[config.mk]
export PLATFORM = sky130hd
export DESIGN_NAME = uvs_delay
export DESIGN_NICKNAME = d
export VERILOG_FILES = /design/src/rtl/core/uvs_delay.sv
export SDC_FILE = /design/constraint.sdc
export NUM_CORES = 1
export LEC_CHECK = 0
export BUFFER_PORTS_ARGS = -buffer_cell sky130_fd_sc_hd__buf_2
export CORE_AREA = 3 3 40 42
export CTS_BUF_LIST = sky130_fd_sc_hd__clkbuf_8
export DETAILED_ROUTE_END_ITERATION = 10
export DIE_AREA = 0 0 43 45
export MAX_ROUTING_LAYER = met4
export PLACE_DENSITY = 0.63
export SETUP_SLACK_MARGIN = 0.02
export SLEW_MARGIN = 5
export SYNTH_ARGS = -nofsm -noshare
export SYNTH_HDL_FRONTEND = slang
export SYNTH_SLANG_ARGS = --single-unit
[constraint.sdc]
create_clock -name clk -period 0.8 [get_ports clk]
set_input_delay 0.04 -clock clk [delete_from_list [all_inputs] [get_ports clk]]
set_output_delay 0.04 -clock clk [all_outputs]
set_load 0.01 [all_outputs]
[src/rtl/core/uvs_delay.sv]
// uvs_delay: enabled shift line that keeps side data aligned with the
// arithmetic pipeline. No dependencies.
module uvs_delay #(
	parameter int W = 8,
	parameter int N = 2
) (
	input  logic         clk,
	input  logic         en,
	input  logic [W-1:0] d,
	output logic [W-1:0] q
);

	logic [W-1:0] line_s [N];

	always_ff @(posedge clk) begin
		if (en) begin
			line_s[0] <= d;
			for (int k = 1; k < N; k++) begin
				line_s[k] <= line_s[k-1];
			end
		end
	end

	assign q = line_s[N-1];

endmodule

# Word-level counts from Yosys, hierarchy flattened
# Memory sizes are Yosys's and may differ from the RTL's.
# Cells that the tools add are included.
[word_totals]
latch_bits = 0
wordCells = 3
rom_bits = 0
n_memories = 1
ff_bits = 0
ramBits = 16
inputBits = 10
[classes]
div_mod_pow = 0
shifts = 0
bitwise_logic = 0
n_reduce_logical = 0
add_sub_neg = 0
multipliers = 0
order_cmp = 0
n_mux = 2
n_eq_ne = 0
[memory_table]
columns = ["memory", "depth", "word_bits", "rd", "rd_clocked_by_memory_dff", "wr", "line_no", "text"]
rows = [
  ["line_s", 2, 8, 2, 0, 2, "13", "logic [W-1:0] line_s [N];"],
]
[ops]
columns = ["operator", "count"]
rows = [
  ["$mux W1", 2],
]

# Depth between registers and ports, before layout
[logic_depth]
word_depth = 2
depth_mapped = 1
ltp_nobuf = 0

# Least setup slack after synthesis
# No wires, ideal clock.
[synth_path]
kind = "reg-to-reg"
from = "mem line_s[0][2]"
to = "mem line_s[1][2], in the netlist line_s[0][10] (data pin)"
t_required_ps = 534
setup_slack_ps = 211
period_less_slack_ps = 589
path_stages_with_launch = 1
t_arrival_ps = 323
setup_ps = 266
path_cell_list = "edfxtp_1"
[synth_rtl]
columns = ["item", "line_no"]
rows = [
  ["start: declaration", "13"],
]

==> results_dict.tcl <==
set metrics [dict create \
    syn_area_um2 540.5 \
    wl_per_cell_um 11.72 \
    finalCritPeriodShare_pct 100.2 \
    finalWirelength_um 703 \
    portBuffers 17 \
    yosysSeqAreaShare_pct 88.89 \
    fp-row-count 13 \
    antenna_found_initial 0 \
    chipHeight_um 45 \
    root_buffer "clkbuf_8" \
    firstDrtPassIters 4 \
    slew_headroom_pct 77.53 \
    powerDensity_mw_per_mm2 2382 \
    top_register "line_s" \
    clk-insertion-delay-late_ns 0.24 \
    slowest_stage "edfxtp_1" \
    hold_class "in2reg" \
    final-hold-violation-count 0 \
    cts_setup_buffers 0 \
    comb.multi_input.count 0 \
    synth-seq-cells 16 \
    nets 56 \
    cts_resized 0 \
    vdd_drop_max_mv 1.325 \
    syn_nets 34 \
    path_clk_slew_ns 0.06 \
    skew_ns 0.002397 \
    required_ns 0.76 \
    critical-path-top-delay-family "flip-flops" \
    syn_inst 24 \
    grt_max_degree 17 \
    cp-start-kind "flip-flop" \
    setup_ws_ns -0.001494 \
    area_growth_pct 31.25 \
    switching_power_mw 0.2983 \
    cts_buffers 3 \
    clock_sinks 16 \
    final_cell_mix "buf_2, edfxtp_1, dlygate4sd3_1" \
    seq_power_share_pct 59.8 \
    clockBufferDepth 2 \
    synth_area_per_cell_um2 22.52 \
    dieArea_mm2 0.001935 \
    outcome "complete, but fails checks" \
    clock.fmax_mhz 1248 \
    clkPwrFrac_pct 34.1 \
    dr.first_iter.drc_count 2 \
    ys_types 2 \
    tritoncts "yes" \
    drc 0 \
    worst_slew_pin_slew_ns 0.3370 \
    leakage_nw 0.2800 \
    cp-end-kind "output pin" \
    slew_violations 0 \
    die_x_um 43 \
    core_area_mm2 0.001285 \
    rsz0062_at_grt "yes" \
    arrival_ns 0.76 \
    path_cells "buf_2" \
    tns_ns -0.001494 \
    io_pins 18 \
    drv_cap 0 \
    cp_max_fo 1 \
    vias_per_cell 4.033 \
    final_common_cell "buf_2" \
    gp_congestion 0.5990 \
    intPower_mw 1.391 \
    violations "negative setup slack" \
    grt-ovfl-total 0 \
    start_util_pct 42.06 \
    multiInputGateArea_um2 0 \
    top_regs "line_s: 16 flops" \
    comb_power_share_pct 6.1 \
    cp_num_buf_inv 1 \
    h-tree-depth 1 \
    via_count 242 \
    antennaDiodeCount 0 \
    crit_type "reg2out" \
    grt_use_total_pct 9.035 \
    drive_gt1_share_pct 44.44 \
    largest_reg_flops 16 \
    setup_viol 1 \
    grt_pass1_vias 269 \
    ant_nets 0 \
    grt_pass1_wl_um 1083 \
    critical_path.max_stage_delay_ns 0.37 \
    swShare_pct 17.65 \
    ys_warn_count 0 \
    period_minus_slack_ns 0.8015 \
    final_core_util_pct 55.21 \
]
==> final cells by class <==
type	count	area (µm²)
timing repair buffer	25	165.2
fill	101	575.6
clock inverter	1	3.754
sequential	16	480.5
tap	15	18.77
clock buffer	3	41.29
==> cell usage after synthesis <==
| master | n | area (µm²) |
|---|---|---|
| buf_4 | 8 | 60.06 |
| edfxtp_1 | 16 | 480.5 |
==> what timing repair did <==
action                     4_1_cts  5_1_grt
setup endpoints to repair        7        8
hold buffers                     8        0
hold endpoints to repair         8        0
pin swaps                        0        0
==> power by group through the flow <==
stage	Combinational (mW)	Clock, mW	Sequential [mW]
after floorplan	0.0508	0	1.02
after global placement	0.0730	0	1.02
after detailed placement	0.0750	0	1.03
after CTS	0.105	0.599	1.01
after global routing	0.113	0.645	1.01
final	0.103	0.577	1.01
==> final timing paths <==
| check | start | endpoint | slack [ns] | depth (start not counted) |
|---|---|---|---|---|
| setup / recovery | line_s[0][8]$_DFFE_PP_ | q[0] | -0.001 | 1 |
| hold / removal | en | line_s[0][11]$_DFFE_PP_ | 0.22 | 1 |
| setup reg to reg | line_s[0][0]$_DFFE_PP_ | line_s[0][8]$_DFFE_PP_ | 0.17 | 0 |
| hold reg to reg | line_s[0][6]$_DFFE_PP_ | line_s[0][14]$_DFFE_PP_ | 0.42 | 0 |
==> routing by layer <==
layer | track usage (%) | share of wire, %
met2 | 15.87 | 56
met4 | 9.036 | 2.6
met3 | 3.586 | 8.4
met5 | - | 0
met1 | 6.614 | 33
==> metrics by stage <==
stage          instance area, µm²  std cells  setup WS (ns)  hold slack [ns]  power [mW]
3_5_place_dp                584.3         48         0.1088           0.2186       1.105
4_1_cts                     709.4         60       -0.01980           0.2191       1.716
6_report                    709.4         60      -0.001494           0.2197       1.690
3_3_place_gp                584.3         48         0.1407           0.2164       1.093
2_1_floorplan               540.5         24         0.2112           0.1389       1.073
5_1_grt                     709.4         60       -0.03138           0.2243       1.772
==> cells by family after synthesis <==
| kind of cell | synth area share [%] |
|---|---|
| buffers and inverters | 11.11 |
| DFF | 88.89 |
Power figures use the tool's default switching activity.
