**src/rtl/core/uvs_divider.sv**
```systemverilog
// uvs_divider: pipelined restoring divider, ceil(NW/STAGES) quotient bits per stage.
// No dependencies. Quotient must fit the padded width; remainder is dropped.
module uvs_divider #(
	parameter int NW     = 23,
	parameter int DW     = 7,
	parameter int STAGES = 8
) (
	input  logic                    clk,
	input  logic                    en,
	input  logic [NW-1:0]           num,
	input  logic [DW-1:0]           den,
	output logic [((NW+STAGES-1)/STAGES)*STAGES-1:0] quo
);

	localparam int STEPS = (NW + STAGES - 1) / STAGES;
	localparam int QW    = STEPS * STAGES;

	logic [QW-1:0] acc_s [STAGES];
	logic [DW-1:0] rem_s [STAGES];
	logic [DW-1:0] den_s [STAGES];

	logic [QW-1:0] acc_n [STAGES];
	logic [DW-1:0] rem_n [STAGES];
	logic [DW-1:0] den_n [STAGES];

	always_comb begin
		logic [QW-1:0] a;
		logic [DW:0]   r;
		logic [DW-1:0] d;
		for (int k = 0; k < STAGES; k++) begin
			if (k == 0) begin
				a = QW'(num);
				r = '0;
				d = den;
			end else begin
				a = acc_s[k-1];
				r = {1'b0, rem_s[k-1]};
				d = den_s[k-1];
			end
			for (int j = 0; j < STEPS; j++) begin
				r = {r[DW-1:0], a[QW-1]};
				a = {a[QW-2:0], 1'b0};
				if (r >= {1'b0, d}) begin
					r = r - {1'b0, d};
					a[0] = 1'b1;
				end
			end
			acc_n[k] = a;
			rem_n[k] = r[DW-1:0];
			den_n[k] = d;
		end
	end

	always_ff @(posedge clk) begin
		if (en) begin
			for (int k = 0; k < STAGES; k++) begin
				acc_s[k] <= acc_n[k];
				rem_s[k] <= rem_n[k];
				den_s[k] <= den_n[k];
			end
		end
	end

	assign quo = acc_s[STAGES-1];

endmodule

```
**config.mk**
```make
export PLATFORM = sky130hd
export DESIGN_NAME = uvs_divider
export DESIGN_NICKNAME = d
export VERILOG_FILES = /design/src/rtl/core/uvs_divider.sv
export SDC_FILE = /design/constraint.sdc
export NUM_CORES = 1
export LEC_CHECK = 0
export BUFFER_PORTS_ARGS = -buffer_cell sky130_fd_sc_hd__buf_2
export CORE_MARGIN = 4
export CORE_UTILIZATION = 35
export CTS_BUF_LIST = sky130_fd_sc_hd__clkbuf_8
export DETAILED_ROUTE_END_ITERATION = 6
export GPL_ROUTABILITY_DRIVEN = 0
export GPL_TIMING_DRIVEN = 1
export SETUP_SLACK_MARGIN = 0.05
export SLEW_MARGIN = 10
export SYNTH_ARGS = -nofsm -noshare
export SYNTH_HDL_FRONTEND = slang
export SYNTH_SLANG_ARGS = --single-unit
```
**constraint.sdc**
```tcl
create_clock -name clk -period 5.8 [get_ports clk]
set_input_delay 0.87 -clock clk [delete_from_list [all_inputs] [get_ports clk]]
set_output_delay 0.87 -clock clk [all_outputs]
set_load 0.01 [all_outputs]
```
# [Word level (Yosys, flattened, before mapping)]
# Memories as Yosys holds them, arrays and structs flattened.
# Index checks and enable logic that the tools add are counted.
[op_classes] n_mux=50 magnitude_cmp=24 add_sub_neg=24
[op_table] op="$ge A8 B7 Y1" count=23
[op_table] op="$mux W7" count=24
[op_table] op="$sub A7 B7 Y7" count=23
[op_table] op="$mux W1" count=26
[op_table] op="$ge A1 B7 Y1 const A" count=1
[op_table] op="$sub A1 B7 Y7 const A" count=1
[word_totals] ram_bits=304 ff_bits=0 out_inout_bits=24 memories=3
[memory_table] name="acc_s" words=8 width=24 rd=8 rd_ports_with_merged_regs=0 wr=8 line="18" text="logic [QW-1:0] acc_s [STAGES];"
[memory_table] name="den_s" words=8 width=7 rd=7 rd_ports_with_merged_regs=0 wr=8 line="20" text="logic [DW-1:0] den_s [STAGES];"
[memory_table] name="rem_s" words=8 width=7 rd=7 rd_ports_with_merged_regs=0 wr=8 line="19" text="logic [DW-1:0] rem_s [STAGES];"

# [Longest topological paths before layout]
[logic_depth] word_depth=6 depth_mapped=28

# [Least setup slack after synthesis]
# Ideal clock, no wire load.
[synth_timing] path_kind="register -> register" startpoint="mem acc_s[0][47] (netlist name)" endpoint="mem rem_s[2][2] (data pin)" t_required_ns=5.540 arrival_time_ns=6.059 slack_ns=-0.518 stages_incl_launch_ff=26 path_buffers=2 setup_time_ns=0.260 path_cell_list="edfxtp_1 > inv_1 > ha_1 > inv_1 > fa_1 > a211oi_1 > o21ai_0 > a41oi_1 > buf_2 > mux2_2 > ha_1 > nor2b_1 > o31a_1 > o31a_1 > a2111oi_0 > o21ai_1 > buf_2 > mux2i_1 > ha_1 > nor2b_1 > o31a_1 > nor3_1 > o21ai_0 > nor2_1 > mux2i_1 > mux2_2"
[synth_rtl] element="start: declaration" line="18"
[synth_rtl] element="end: declaration" line="19"

==> summary.log <==
qor: outcome.run_status finished clean
qor: logic_synthesis.synthesis.nets 1,780
qor: logic_synthesis.synth_seq_area_share 47.8%
qor: placed_design.buffer_ports.inserted 55
qor: clock_tree.worstSkewPairLatency 0.62 ns
qor: detailed_routing.postRouteWirelength 39.9 mm
qor: logic_synthesis.syn-instance-count 1,564
qor: min_path.holdPathStages 0
qor: floorplanning.row_count 83
qor: clock_tree.cts_sinks 290
qor: timing.achievable-frequency 0.177 GHz
qor: critical_path.critPathRequiredTime 6.17 ns
qor: timing.max-slew-margin-rel 44.8%
qor: detailed_routing.dr_total_vias 12,900
qor: timing.hold_viol_final 0
qor: critical_path.worstReg2RegEnd rem_s[1][2]$_DFFE_PP_
qor: min_path.hold_class reg -> reg
qor: logic_synthesis.number_of_enable_flip_flop_cells_after_synthesis 290
qor: detailed_routing.drtPass1Iterations 5
qor: grt.grt_pass1_wl 63.6 mm
qor: final_layout.util_after_layout 44.0%
qor: critical_path.critical_path.endpoint rem_s[1][2]$_DFFE_PP_
qor: detailed_routing.wire_per_inst 15.7 um
qor: detailed_routing.ant_nets 0
qor: timing.setup_violations 0
qor: logic_synthesis.per_instance_average_area_after_synthesis 11.6 um2
qor: timing.maxSlewViolCount 0
qor: logic_synthesis.post_synth_num_cell_types 72
qor: timing.finalWorstPathRequiredPeriod 5.67 ns
qor: logic_synthesis.synth_top_flop_cell edfxtp_1
qor: clock_tree.clk_pin_slew 0.06 ns
qor: logic_synthesis.synth_area_leader_cell edfxtp_1
qor: critical_path.crit_path_end_kind flip-flop
qor: final_layout.antenna_cells_inserted 0
qor: grt.grt_antenna_before_repair 0
qor: floorplanning.core_area 51,400 um2
qor: floorplanning.dieHeight 236 um
qor: final_layout.post_route_cells_drive_above_1_share 29.1%
qor: logic_synthesis.postSynthRegisterBits 290
qor: logic_synthesis.async_set_reset_flop_share_out_of_synthesis 0%
qor: clock_tree.ctsHtreeMaxLevel 2
qor: critical_path.critical_path.startpoint acc_s[0][23]$_DFFE_PP_
qor: timing.finalClockSkew 0.0130 ns
qor: timing.final.setup.worst_slack 0.134 ns
qor: detailed_routing.drt_iter0_drc 665
qor: clock_tree.cts-root-to-sink-buffers 3
qor: final_layout.n_fill_cell 4,689
qor: detailed_routing.via_per_inst 5.08
qor: placed_design.post-place-ws -0.265 ns
qor: run.maxCapViolations 0
qor: critical_path.rr_startpoint acc_s[0][23]$_DFFE_PP_
qor: critical_path.timing.critical_path.fanout_max 9
qor: floorplanning.floorplan.io_pins 56
qor: clock_tree.numCtsBuffers 52
qor: critical_path.critPathLaunchType flip-flop
qor: final_layout.stdcell_count 2,542
qor: logic_synthesis.yosys_warnings 0
qor: grt.globalRouteOverflowTotal 0
qor: timing.min_period_over_period 97.7%
qor: clock_tree.cts_tree built
qor: floorplanning.die-area 55,700 um2
qor: grt.maximum_number_of_pins_on_one_net_before_global_route_repair 138
qor: logic_synthesis.yosys.area.top_type_share 47.8%
qor: final_layout.nNetsFinal 2,039
qor: critical_path.ff2ff_path_depth 25
qor: logic_synthesis.synth_top_cells_by_area edfxtp_1, ha_1, mux2i_1
qor: critical_path.r2r_setup_slk 0.13 ns
qor: critical_path.critical_path_arrival 6.04 ns
qor: grt.vias_in_the_first_global_route 12,800
qor: logic_synthesis.syn-cell-area 18,200 um2
qor: clock_tree.cts-hold-fix-buffers 0
qor: detailed_routing.post-route-drc-count 0
qor: grt.track_usage 13.6%
qor: clock_tree.ctsRootBufferMaster clkbuf_8
qor: timing.timing.setup.tns 0 ns
qor: final_layout.areaGrowthSynthToFinish 24.3%
qor: placed_design.numPlacedInstances 2,374
qor: placed_design.hpwlAfterDp 28.6 mm
qor: timing.worst_slew_pin_slew 0.815 ns
qor: floorplanning.die_w 236 um
qor: timing.grt_setup_unrepaired yes
qor: critical_path.type_of_the_worst_setup_path reg -> reg
qor: floorplanning.start_util 35.4%
[area by class of cell]
class                           instances  area, um2  share of cell area (%)
Tap cell                              680        851                    3.76
Clock buffer                           53        729                    3.22
Inverter                              151        569                    2.51
Clock inverter                         40        337                    1.49
Sequential cell                       290       8710                    38.5
Multi-Input combinational cell       1082       9650                    42.6
Timing Repair Buffer                  246       1800                    7.94
[layout by cell type (no fill, tap or decap), types with 22 or more instances in the layout]
cell type,count
buf_4,170
a21oi_1,64
xnor2_1,32
mux2i_1,72
a21o_1,22
o21ai_0,60
edfxtp_1,290
nand2_1,65
clkbuf_8,53
mux2_2,39
inv_1,143
buf_2,57
nor2_1,90
o21a_1,38
nor2b_1,28
ha_1,132
[cell usage after synthesis, types with 32 or more instances]
| cell | count |
|---|---|
| inv_1 | 146 |
| nor2_1 | 97 |
| nand2_1 | 66 |
| nor2b_1 | 36 |
| mux2i_1 | 87 |
| mux2_2 | 49 |
| ha_1 | 162 |
| a21oi_1 | 73 |
| xnor2_1 | 32 |
| o21a_1 | 38 |
| edfxtp_1 | 290 |
| o21ai_0 | 81 |
[registers in the layout, indices dropped and copies added, names as in the netlist]
signal	cells
acc_s	192
den_s	49
rem_s	49
[routing by layer]
metal | wire length, um | up-vias | GRT usage (%)
met4 | 1160 | 0 | 4.93
met1 | 17500 | 6132 | 17.0
met3 | 1630 | 84 | 2.54
met5 | 0 | - | 0
met2 | 19700 | 285 | 23.4
li1 | - | 6419 | -
[critical path: stages (launching register included)]
cell	delay (ns)
edfxtp_1	0.39
inv_1	0.07
ha_2	0.18
inv_2	0.04
fa_2	0.35
a211oi_2	0.24
o21ai_1	0.12
a41oi_2	0.23
buf_4	0.18
nor2_4	0.04
a21oi_4	0.15
fa_2	0.28
nor2b_4	0.05
o31a_1	0.28
o31a_1	0.27
a2111oi_2	0.20
o21ai_1	0.15
buf_4	0.19
buf_4	0.19
mux2_2	0.28
ha_1	0.32
o21ai_0	0.31
o21ai_2	0.13
and3b_2	0.40
mux2i_1	0.11
mux2_4	0.27
[worst min-delay path by stage]
stage / startpoint / end
after floorplan: acc_s[0][0]$_DFFE_PP_ / acc_s[0][27]$_DFFE_PP_
after global placement: acc_s[0][85]$_DFFE_PP_ / acc_s[1][16]$_DFFE_PP_
after detailed placement: acc_s[0][13]$_DFFE_PP_ / acc_s[0][40]$_DFFE_PP_
after CTS: num[16] / acc_s[0][19]$_DFFE_PP_
after global routing: num[1] / acc_s[0][4]$_DFFE_PP_
final: acc_s[0][12]$_DFFE_PP_ / acc_s[0][39]$_DFFE_PP_
[per-stage QoR]
stage	hold WS, ns	cell area (um2)
after detailed placement	0.405	20200
final	0.409	22600
after global placement	0.400	20200
after CTS	0.355	21500
after global routing	0.365	22600
after floorplan	0.400	18500
[logic make-up (layout without fill, tap and decap cells)]
group	count (synthesis)	in the layout	synth area share, %
buf+inv	193	490	4.54
mux	136	136	7.81
fa+ha+maj	184	184	13.6
flops	290	290	47.8
compound gates	365	366	13.8
simple gates	345	345	10.0
xor+xnor	51	51	2.45
[repair_timing]
| action | CTS | global route |
|---|---|---|
| pin swaps | 15 | 62 |
| hold endpoints to repair | 0 | 0 |
| setup endpoints to repair | 27 | 49 |
| gates cloned | 1 | 3 |
| buffers inserted | 11 | 60 |
| gates resized for setup | 26 | 160 |
Power is left out: the tool's default activity adds up to more than one toggle a clock period on the data nets, which glitch-free logic cannot reach.
